### src/rtl/mpcs_pkg.sv
`default_nettype none
// ----------------------------------------------------------------------------
// mpcs_pkg: shared types and constants
// Command and result records, request codes and sizing defaults for the
// multichannel pwm compare scheduler.
// ----------------------------------------------------------------------------
package mpcs_pkg;

  localparam int unsigned CHANNELS_DEF = 8;
  localparam int unsigned QUEUE_DEPTH  = 2;
  localparam int unsigned PIN_W        = 8;

  localparam logic [15:0] TICK_MAX = 16'hFFFF;

  // request codes on the req_type port
  localparam logic [1:0] REQ_SET_DUTY = 2'd0;
  localparam logic [1:0] REQ_PERIOD   = 2'd1;
  localparam logic [1:0] REQ_COMPARE  = 2'd2;

  // classified command operations
  typedef enum logic [1:0] {
    OP_SET   = 2'd0,
    OP_START = 2'd1,
    OP_CMP   = 2'd2,
    OP_NONE  = 2'd3
  } cmd_op_t;

  typedef struct packed {
    cmd_op_t     op;
    logic [2:0]  chan;
    logic [15:0] arg;
  } cmd_t;

  typedef struct packed {
    logic [7:0]  pin_mask;
    logic        compare_enable;
    logic [15:0] compare_preload;
  } res_t;

  typedef enum logic [1:0] {
    ST_IDLE  = 2'd0,
    ST_SCAN  = 2'd1,
    ST_FINAL = 2'd2,
    ST_DONE  = 2'd3
  } back_state_t;

endpackage : mpcs_pkg
`default_nettype wire

### src/rtl/mpcs_fifo.sv
`default_nettype none
// ----------------------------------------------------------------------------
// mpcs_fifo: small register queue
// Fixed-depth first-in first-out queue with full and empty flags.
// ----------------------------------------------------------------------------
module mpcs_fifo #(
  parameter int unsigned WIDTH = 8,
  parameter int unsigned DEPTH = 2
) (
  input  wire logic             clk,
  input  wire logic             rst,
  input  wire logic             push,
  input  wire logic [WIDTH-1:0] wdata,
  output logic                  full,
  input  wire logic             pop,
  output logic [WIDTH-1:0]      rdata,
  output logic                  empty
);

  localparam int unsigned PTR_W = (DEPTH > 1) ? $clog2(DEPTH) : 1;
  localparam int unsigned CNT_W = $clog2(DEPTH + 1);

  logic [WIDTH-1:0] mem [DEPTH];
  logic [PTR_W-1:0] wr_ptr;
  logic [PTR_W-1:0] rd_ptr;
  logic [CNT_W-1:0] count;
  logic             do_push;
  logic             do_pop;

  assign full    = (count == CNT_W'(DEPTH));
  assign empty   = (count == '0);
  assign do_push = push && !full;
  assign do_pop  = pop && !empty;
  assign rdata   = mem[rd_ptr];

  always_ff @(posedge clk) begin
    if (do_push) begin
      mem[wr_ptr] <= wdata;
    end
  end

  always_ff @(posedge clk) begin
    if (rst) begin
      wr_ptr <= '0;
      rd_ptr <= '0;
      count  <= '0;
    end else begin
      if (do_push) begin
        wr_ptr <= (wr_ptr == PTR_W'(DEPTH - 1)) ? '0 : wr_ptr + 1'b1;
      end
      if (do_pop) begin
        rd_ptr <= (rd_ptr == PTR_W'(DEPTH - 1)) ? '0 : rd_ptr + 1'b1;
      end
      case ({do_push, do_pop})
        2'b10:   count <= count + 1'b1;
        2'b01:   count <= count - 1'b1;
        default: count <= count;
      endcase
    end
  end

endmodule : mpcs_fifo
`default_nettype wire

### src/rtl/mpcs_front.sv
`default_nettype none
// ----------------------------------------------------------------------------
// mpcs_front: request classifier
// Decodes the request type, turns set-duty requests for out-of-range channels
// into no-ops and packs the operand into a command for the back end.
// ----------------------------------------------------------------------------
module mpcs_front #(
  parameter int unsigned CHANNELS = 8
) (
  input  wire logic              push,
  output logic                   full,
  input  wire logic [1:0]        req_type,
  input  wire logic [2:0]        channel,
  input  wire logic [15:0]       duty_ticks,
  input  wire logic [15:0]       timer_value,
  output logic                   q_push,
  input  wire logic              q_full,
  output mpcs_pkg::cmd_t         cmd
);

  import mpcs_pkg::*;

  logic chan_ok;

  assign chan_ok = (32'(channel) < CHANNELS);
  assign q_push  = push;
  assign full    = q_full;

  always_comb begin
    cmd.chan = channel;
    cmd.arg  = duty_ticks;
    case (req_type)
      REQ_SET_DUTY: cmd.op = chan_ok ? OP_SET : OP_NONE;
      REQ_PERIOD:   cmd.op = OP_START;
      REQ_COMPARE: begin
        cmd.op  = OP_CMP;
        cmd.arg = timer_value;
      end
      default:      cmd.op = OP_NONE;
    endcase
  end

endmodule : mpcs_front
`default_nettype wire

### src/rtl/mpcs_back.sv
`default_nettype none
// ----------------------------------------------------------------------------
// mpcs_back: channel scan engine
// Executes commands; start and compare commands scan one channel per cycle to
// update on-times and pins and schedule the next compare; all emit a result.
// ----------------------------------------------------------------------------
module mpcs_back #(
  parameter int unsigned CHANNELS = 8
) (
  input  wire logic              clk,
  input  wire logic              rst,
  input  wire mpcs_pkg::cmd_t    cmd,
  input  wire logic              cmd_empty,
  output logic                   cmd_pop,
  output mpcs_pkg::res_t         res,
  input  wire logic              res_full,
  output logic                   res_push
);

  import mpcs_pkg::*;

  localparam int unsigned IDX_W = (CHANNELS > 1) ? $clog2(CHANNELS) : 1;

  back_state_t state;
  back_state_t state_next;

  cmd_t              cur;
  logic [IDX_W-1:0]  idx;
  logic [15:0]       shortest;
  logic [15:0]       requested [CHANNELS];
  logic [15:0]       active [CHANNELS];
  logic [CHANNELS-1:0] pins;
  logic              armed;
  logic [15:0]       preload;

  logic              last_idx;
  logic [15:0]       req_i;
  logic [15:0]       act_i;
  logic [15:0]       new_act;
  logic              new_pin;
  logic [CHANNELS+7:0] pins_wide;

  assign last_idx  = (idx == IDX_W'(CHANNELS - 1));
  assign req_i     = requested[idx];
  assign act_i     = active[idx];
  assign pins_wide = (CHANNELS + 8)'(pins);

  // per-channel update for the scan step
  always_comb begin
    if (cur.op == OP_START) begin
      new_act = req_i;
      new_pin = pins[idx] | (req_i != '0);
    end else begin
      new_act = act_i;
      new_pin = pins[idx] & !(act_i <= cur.arg);
    end
  end

  // next state
  always_comb begin
    state_next = state;
    case (state)
      ST_IDLE: begin
        if (!cmd_empty) begin
          state_next = (cmd.op == OP_START || cmd.op == OP_CMP) ? ST_SCAN : ST_DONE;
        end
      end
      ST_SCAN:  if (last_idx) state_next = ST_FINAL;
      ST_FINAL: state_next = ST_DONE;
      ST_DONE:  if (!res_full) state_next = ST_IDLE;
      default:  state_next = ST_IDLE;
    endcase
  end

  // outputs
  always_comb begin
    cmd_pop             = (state == ST_IDLE) && !cmd_empty;
    res_push            = (state == ST_DONE) && !res_full;
    res.pin_mask        = pins_wide[7:0];
    res.compare_enable  = armed;
    res.compare_preload = preload;
  end

  always_ff @(posedge clk) begin
    if (rst) begin
      state <= ST_IDLE;
    end else begin
      state <= state_next;
    end
  end

  // command capture and scan datapath
  always_ff @(posedge clk) begin
    if (cmd_pop) begin
      cur      <= cmd;
      idx      <= '0;
      shortest <= TICK_MAX;
    end else if (state == ST_SCAN && !last_idx) begin
      idx <= idx + 1'b1;
    end
    if (state == ST_SCAN && new_pin && (new_act < shortest)) begin
      shortest <= new_act;
    end
  end

  always_ff @(posedge clk) begin
    if (rst) begin
      for (int i = 0; i < CHANNELS; i++) begin
        requested[i] <= '0;
        active[i]    <= '0;
      end
      pins    <= '0;
      armed   <= 1'b0;
      preload <= '0;
    end else begin
      if (cmd_pop && cmd.op == OP_SET) begin
        requested[IDX_W'(cmd.chan)] <= cmd.arg;
      end
      if (state == ST_SCAN) begin
        active[idx] <= new_act;
        pins[idx]   <= new_pin;
      end
      if (state == ST_FINAL) begin
        if (shortest == '0 || shortest == TICK_MAX) begin
          armed <= 1'b0;
        end else begin
          armed   <= 1'b1;
          preload <= TICK_MAX - shortest;
        end
      end
    end
  end

`ifndef SYNTH
  // an armed compare always carries a preload strictly inside the tick range
  a_preload_range: assert property (@(posedge clk) disable iff (rst)
    armed |-> (preload != '0 && preload != TICK_MAX))
    else $error("armed compare with out-of-range preload");

  // the scan pointer never leaves the channel range while scanning
  a_idx_range: assert property (@(posedge clk) disable iff (rst)
    (state == ST_SCAN) |-> (32'(idx) < CHANNELS))
    else $error("scan index beyond channel count");

  // only period-start and compare commands are scanned
  a_scan_op: assert property (@(posedge clk) disable iff (rst)
    (state == ST_SCAN) |-> (cur.op == OP_START || cur.op == OP_CMP))
    else $error("scan running for a command that needs none");

  // a popped command always leads to work, never straight back to idle
  a_pop_busy: assert property (@(posedge clk) disable iff (rst)
    cmd_pop |=> (state != ST_IDLE))
    else $error("command popped but engine stayed idle");
`endif

endmodule : mpcs_back
`default_nettype wire

### src/rtl/multichannel_pwm_compare_scheduler_core.sv
`default_nettype none
// set-duty and unused requests go from idle to the done state and their result;
//   period-start and compare requests also pass the scan and final states,
//   scanning one channel per cycle; a new command is taken only once the last
//   result is pushed, which waits while the result queue is full
// reset: on-times, pins, compare arm and preload cleared, both queues emptied
// ----------------------------------------------------------------------------
// multichannel_pwm_compare_scheduler_core: multi-channel pwm scheduler
// Shadowed duty registers per channel, period-start latch, compare-driven pin
// clear and next-compare preload computation.
// ----------------------------------------------------------------------------
module multichannel_pwm_compare_scheduler_core #(
  parameter int unsigned CHANNELS = mpcs_pkg::CHANNELS_DEF
) (
  input  wire logic        clk,
  input  wire logic        rst,
  // request side
  input  wire logic        push,
  output logic             full,
  input  wire logic [1:0]  req_type,
  input  wire logic [2:0]  channel,
  input  wire logic [15:0] duty_ticks,
  input  wire logic [15:0] timer_value,
  // result side
  output logic             empty,
  input  wire logic        pop,
  output logic [7:0]       pin_mask,
  output logic             compare_enable,
  output logic [15:0]      compare_preload
);

  import mpcs_pkg::*;

  // front end to command queue
  logic q_push;
  logic q_full;
  cmd_t front_cmd;

  // command queue to back end
  cmd_t q_cmd;
  logic [$bits(cmd_t)-1:0] q_cmd_bits;
  logic q_empty;
  logic q_pop;

  // back end to result queue
  res_t back_res;
  logic [$bits(res_t)-1:0] out_bits;
  res_t out_res;
  logic res_full;
  logic res_push;

  // classify each transaction and turn bad-channel set-duty requests into no-ops
  mpcs_front #(
    .CHANNELS (CHANNELS)
  ) u_front (
    .push        (push),
    .full        (full),
    .req_type    (req_type),
    .channel     (channel),
    .duty_ticks  (duty_ticks),
    .timer_value (timer_value),
    .q_push      (q_push),
    .q_full      (q_full),
    .cmd         (front_cmd)
  );

  // short command queue decouples intake from the channel scan
  mpcs_fifo #(
    .WIDTH ($bits(cmd_t)),
    .DEPTH (QUEUE_DEPTH)
  ) u_cmd_q (
    .clk   (clk),
    .rst   (rst),
    .push  (q_push),
    .wdata (front_cmd),
    .full  (q_full),
    .pop   (q_pop),
    .rdata (q_cmd_bits),
    .empty (q_empty)
  );

  assign q_cmd = cmd_t'(q_cmd_bits);

  // scan engine: holds on-times, pins and compare schedule
  mpcs_back #(
    .CHANNELS (CHANNELS)
  ) u_back (
    .clk       (clk),
    .rst       (rst),
    .cmd       (q_cmd),
    .cmd_empty (q_empty),
    .cmd_pop   (q_pop),
    .res       (back_res),
    .res_full  (res_full),
    .res_push  (res_push)
  );

  // result queue lets the engine finish while the consumer stalls
  mpcs_fifo #(
    .WIDTH ($bits(res_t)),
    .DEPTH (QUEUE_DEPTH)
  ) u_res_q (
    .clk   (clk),
    .rst   (rst),
    .push  (res_push),
    .wdata (back_res),
    .full  (res_full),
    .pop   (pop),
    .rdata (out_bits),
    .empty (empty)
  );

  assign out_res         = res_t'(out_bits);
  assign pin_mask        = out_res.pin_mask;
  assign compare_enable  = out_res.compare_enable;
  assign compare_preload = out_res.compare_preload;

endmodule : multichannel_pwm_compare_scheduler_core
`default_nettype wire
### config.mk
export PLATFORM = sky130hd
export DESIGN_NAME = multichannel_pwm_compare_scheduler_core
export DESIGN_NICKNAME = d
export VERILOG_FILES = /design/src/rtl/mpcs_pkg.sv /design/src/rtl/mpcs_fifo.sv /design/src/rtl/mpcs_front.sv /design/src/rtl/mpcs_back.sv /design/src/rtl/multichannel_pwm_compare_scheduler_core.sv
export SDC_FILE = /design/constraint.sdc
export NUM_CORES = 1
export LEC_CHECK = 0
export BUFFER_PORTS_ARGS = -buffer_cell sky130_fd_sc_hd__buf_2
export CORE_MARGIN = 2
export CORE_UTILIZATION = 50
export DETAILED_ROUTE_END_ITERATION = 8
export PLACE_DENSITY = 0.78
export SYNTH_ARGS = -nofsm -noshare
export SYNTH_HDL_FRONTEND = slang
export SYNTH_SLANG_ARGS = --single-unit
### constraint.sdc
create_clock -name clk -period 5.6 [get_ports clk]
set_input_delay 1.12 -clock clk [delete_from_list [all_inputs] [get_ports clk]]
set_output_delay 1.12 -clock clk [all_outputs]
set_load 0.02 [all_outputs]
Word-level counts from Yosys, hierarchy flattened

Memory sizes are Yosys's and may differ from the RTL's. A register that Yosys moved wholly into a read port is not among the register bits.
Index checks and enable logic that the tools add are counted.

Input port bits: 41
Register bits: 72
Bits in writable memories: 348
Memories kept: 4

Memory list:

| name             | words | bits a word | read ports | clocked after Yosys merged registers in | wr ports | RTL line        | source |
|---|---|---|---|---|---|---|---|
| u_back.active    | 8     | 16          | 1          | 1                                       | 8        | mpcs_back.sv:31 | `logic [15:0] active [CHANNELS];` |
| u_back.requested | 8     | 16          | 1          | 1                                       | 8        | mpcs_back.sv:30 | `logic [15:0] requested [CHANNELS];` |
| u_res_q.mem      | 2     | 25          | 1          | 1                                       | 1        | mpcs_fifo.sv:23 | `logic [WIDTH-1:0] mem [DEPTH];` |
| u_cmd_q.mem      | 2     | 21          | 1          | 1                                       | 1        | mpcs_fifo.sv:23 |  |

Reduce and logical (&&, ||, !) cells: 33
Add/sub/neg operators: 10
Equal/unequal tests: 19
Muxes and demuxes: 49
Bitwise operators: 3
Magnitude comparators: 4

Operators with widths:

| cell                   | count |
|---|---|
| $mux 16                | 6 |
| $reduce_or 16->1       | 2 |
| $mux 1                 | 26 |
| $mux 3                 | 6 |
| $eq 16x16->1 const B   | 1 |
| $eq 2x2->1 const B     | 8 |
| $le 16x16->1           | 1 |
| $logic_not 16->1       | 1 |
| $lt 16x16->1           | 1 |
| $reduce_bool 16->1     | 1 |
| $sub 16x16->16 const A | 1 |
| $eq 2x1->1 const B     | 6 |
| $logic_and 1x1->1      | 11 |
| $logic_not 2->1        | 5 |
| $bwmux 8               | 1 |
| $mux 2                 | 4 |
| $pmux 2 s2             | 2 |
| $pmux 2 s4             | 1 |
| $logic_not 1->1        | 6 |
| $pmux 2 s3             | 1 |
| $reduce_bool 2->1      | 3 |
| $add 1x1->1 const B    | 4 |
| $add 2x1->2 const B    | 2 |
| $lt 3x4->1 const B     | 1 |
| other kinds (14)       | 17 |

Depth between registers and ports, before layout

Word-level depth: 9
Mapped depth: 17
Mapped depth without buffers: 12

By module

Synthesis repeated with hierarchy kept, for this count alone.

Cell total of the unflattened synthesis: 1,295
Area total of the unflattened synthesis: 19,132.1 um^2

By module, submodules not included:

| module               | instances | seq. area each (um^2) | area each (um^2) | cells an instance |
|---|---|---|---|---|
| mpcs_back            | 1         | 9,369.0               | 15,064.4         | 1,074 |
| mpcs_fifo at u_res_q | 1         | 1,601.5               | 2,021.9          | 104 |
| mpcs_fifo at u_cmd_q | 1         | 1,361.3               | 1,731.7          | 91 |
| mpcs_front           | 1         | 0.0                   | 314.1            | 26 |

Worst setup path before layout

OpenSTA, ideal clock, no wires.

Kind: register to register
From: register (tool-made name)
To: register u_back.shortest[0] (enable)
Data arrival time: 3,934 ps
Cell stages (with the launch flop): 15
Path buffers: 3
Required time: 5,227 ps
Slack: 1,293 ps
Clock period less this slack: 4,307 ps
Cell sequence: dfxtp_1 > buf_6 > buf_6 > buf_2 > mux4_2 > mux2_2 > o21ai_1 > inv_2 > ha_1 > a211oi_1 > o21bai_1 > a21oi_1 > o221ai_1 > a21oi_2 > a31o_1

RTL lines:

| item                 | RTL line         | source |
|---|---|---|
| to (signal assigned) | mpcs_back.sv:102 | `shortest <= new_act;` |
| to (decl)            | mpcs_back.sv:29  | `logic [15:0] shortest;` |

==> load_flow_metrics.sql <==
INSERT INTO impl_metrics (metric_group, metric, value, unit) VALUES
('logic_synthesis', 'ys.warnings.count', '0', ''),
('logic_synthesis', 'synth_enable_flop_cells', '382', ''),
('global_route', 'first_global_vias', '11420', ''),
('critical_path', 'critical_path_class', 'reg -> reg', ''),
('sta', 'setup_viol', '0', ''),
('clocking', 'path_clk_slew', '60', 'ps'),
('sta', 'rsz0062_at_grt', 'false', ''),
('place', 'port_buffers', '67', ''),
('critical_path', 'critical_path.n_buffers_inverters', '4', ''),
('run', 'drv_cap', '0', ''),
('cells_and_area', 'syn2layout_area_growth', '11.87', '%'),
('sta', 'timing.max_slew.rel_slack', '0.1853', ''),
('floorplanning', 'boundaryPins', '68', ''),
('critical_path', 'cpPeakStageDelay', '730', 'ps'),
('cells_and_area', 'final.fill_count', '2857', ''),
('route', 'vias', '11060', ''),
('global_route', 'total_grt_usage', '0.2210', ''),
('clocking', 'post-cts-setup-buffers', '0', ''),
('route', 'drt-pass1-iter-count', '5', ''),
('critical_path', 'crit_path_end_kind', 'flop', ''),
('logic_synthesis', 'synth_simple_gate_area_frac', '0.09841', ''),
('floorplanning', 'core', '36610', 'µm²'),
('clocking', 'hold_buffers', '0', ''),
('sta', 'timing_worst_slew_pin_value', '1222', 'ps'),
('global_route', 'overflow', '0', ''),
('logic_synthesis', 'largest_family_of_logic_cells_by_synthesized_area', 'multiplexers', ''),
('logic_synthesis', 'syn_area', '18630', 'µm²'),
('route', 'average_vias_per_placed_instance', '5.865', ''),
('route', 'drc_errors', '0', ''),
('floorplanning', 'die_width', '197.0', 'µm'),
('logic_synthesis', 'cell_taking_the_most_area_after_synthesis', 'edfxtp_1', ''),
('sta', 'clock-skew-final', '15.54', 'ps'),
('critical_path', 'crit_path_start_kind', 'flop', ''),
('sta', 'hold_violations', '0', ''),
('sta', 'layout_min_cycle_time', '4475', 'ps'),
('logic_synthesis', 'synth_seq_area_share', '0.6621', ''),
('power', 'worst_ir_drop_vdd', '0.0003582', 'V'),
('floorplanning', 'dieHeight', '197.0', 'µm'),
('logic_synthesis', 'async_reset_ff_frac', '0', ''),
('floorplanning', 'die_area', '38810', 'µm²'),
('clocking', 'ctsRootBufferMaster', 'clkbuf_16', ''),
('worst_hold_path', 'worst_hold_path_class', 'reg -> reg', ''),
('critical_path', 'critical_path_arrival', '4660', 'ps'),
('clocking', 'cts_h_tree_depth', '2', ''),
('clocking', 'numCtsBuffers', '42', ''),
('route', 'drt-total-wl', '41850', 'µm'),
('route', 'detail-route-antenna-nets', '0', ''),
('logic_synthesis', 'synth_cells', '1310', ''),
('logic_synthesis', 'avgSynthCellArea', '14.22', 'µm²'),
('logic_synthesis', 'synth.mux.area_fraction', '0.1360', ''),
('logic_synthesis', 'yosys.cell_types.count', '53', ''),
('critical_path', 'crit_required', '5790', 'ps'),
('clocking', 'clk_latency', '560', 'ps'),
('place', 'gpl.final_weighted_congestion', '0.9091', ''),
('logic_synthesis', 'ys_top_cells_by_count', 'edfxtp_1, nor2_1, inv_1', ''),
('logic_synthesis', 'yosys-top-cells-area', 'edfxtp_1, mux4_2, nor2_1, dfxtp_1, mux2_2', ''),
('power', 'p_per_area', '477.8', 'nW/µm²'),
('cells_and_area', 'design.final.nets', '1464', ''),
('global_route', 'wire_length_of_the_first_global_routing_pass', '64690', 'µm'),
('sta', 'max_freq', '0.2234', 'GHz'),
('sta', 'timing.final.crit_share', '0.7992', ''),
('critical_path', 'timing.critical_path.fanout_max', '32', ''),
('logic_synthesis', 'yosys.area_share.xor_xnor', '0.004232', ''),
('power', 'power.static_leakage', '7.809', 'nW'),
('logic_synthesis', 'synth-compound-area-share', '0.03614', ''),
('route', 'drt-wirelength-per-cell', '22.20', 'µm'),
('sta', 'drv_slew', '0', ''),
('run_status', 'run_status', 'finished clean', ''),
('critical_path', 'crit_top_cell', 'buf_4', ''),
('logic_synthesis', 'synth_most_common_cell', 'edfxtp_1', ''),
('critical_path', 'timing.critical_path.slowest_stage_cell', 'dfxtp_2', '');
cells by family (layout without fill, tap and decap cells):
| family | Yosys count | after routing |
|---|---|---|
| AO/OA/AOI/OAI | 89 | 89 |
| XOR/XNOR | 9 | 9 |
| adder cells (fa/ha/maj) | 41 | 41 |
| buffers and inverters | 160 | 266 |
| flip-flops | 425 | 425 |
| multiplexers | 163 | 163 |
| other | 0 | 1 |
| AND/OR/NAND/NOR | 423 | 423 |
per-stage QoR:
step / utilization / cells / worst slack, ps / cell area [µm²] / total power, mW
after global placement: 0.5331 / 1806 / 1221 / 19520 / 7.183
after CTS: 0.5691 / 1884 / 1102 / 20840 / 9.969
after floorplan: - / 1310 / 1293 / 18630 / 6.313
after global routing: 0.5691 / 1884 / 765.1 / 20840 / 10.41
after detailed placement: 0.5331 / 1806 / 1108 / 19520 / 7.289
final: 0.5692 / 1885 / 1125 / 20840 / 9.956
power breakdown:
part | total [mW] | internal (mW) | switching [mW]
Combinational | 3.09 | 1.19 | 1.91
Clock | 2.69 | 1.54 | 1.16
Sequential | 4.17 | 3.91 | 0.266
Total | 9.96 | 6.63 | 3.33
metal layers:
metal	share of wire	vias to the layer above	track usage
li1	-	4947	-
met1	0.38	5484	0.2881
met2	0.50	508	0.3691
met3	0.082	116	0.03842
met4	0.035	0	0.09357
met5	0	-	0
layout make-up:
type | instances | area [µm²] | share of cell area
Antenna cell | 1 | 2.502 | 0.0001201
Clock buffer | 60 | 1191 | 0.05716
Clock inverter | 18 | 126.4 | 0.006065
Inverter | 89 | 334.1 | 0.01603
Multi-Input combinational cell | 725 | 5647 | 0.2710
Sequential cell | 425 | 12340 | 0.5921
Tap cell | 468 | 585.6 | 0.02810
Timing Repair Buffer | 99 | 613.1 | 0.02942
final timing paths:
| kind | startpoint | endpoint | slack [ps] | cells past startpoint |
|---|---|---|---|---|
| worst min-delay path | u_back.preload[7] | u_res_q.mem[1][7] | 460 | 0 |
| worst max register to register | flop | u_back.shortest[15] | 1120 | 13 |
| worst max-delay path | flop | u_back.shortest[15] | 1120 | 13 |
| worst min register to register | u_back.preload[7] | u_res_q.mem[1][7] | 460 | 0 |
cell usage in the layout (no fill, tap or decap), types with 4 or more instances in the layout:
cell / netlist / final
nand3_1: 6 / 6
xor2_1: 4 / 4
dfxtp_1: 43 / 40
xnor2_1: 5 / 5
inv_1: 74 / 74
edfxtp_1: 382 / 382
a211oi_1: 19 / 19
ha_1: 41 / 41
inv_2: 15 / 15
clkinv_2: 0 / 5
buf_2: 11 / 67
nor4_1: 4 / 4
or3_1: 6 / 6
nand2_1: 38 / 38
nor2b_1: 10 / 9
nand2b_1: 21 / 21
mux4_2: 66 / 66
o32ai_2: 8 / 8
buf_4: 3 / 29
nor2_1: 298 / 296
clkinv_1: 0 / 9
o21ai_1: 15 / 15
a21o_1: 8 / 8
a21oi_1: 14 / 14
clkbuf_16: 0 / 44
mux2_2: 57 / 57
nand4_1: 25 / 25
mux2i_1: 39 / 39
clkbuf_1: 43 / 13
flip-flops by register name, summed over array words and instances (netlist names), 2 cells and up, named ones only:
| register | flops |
|---|---|
| u_back.requested | 128 |
| u_back.preload | 16 |
| u_back.idx | 3 |
| u_cmd_q.mem | 42 |
| u_res_q.count | 2 |
| u_back.state | 2 |
| u_back.cur | 18 |
| u_back.pins | 8 |
| u_cmd_q.count | 2 |
| u_back.active | 128 |
| u_back.shortest | 16 |
| u_res_q.mem | 50 |
Power figures use the tool's default switching activity.
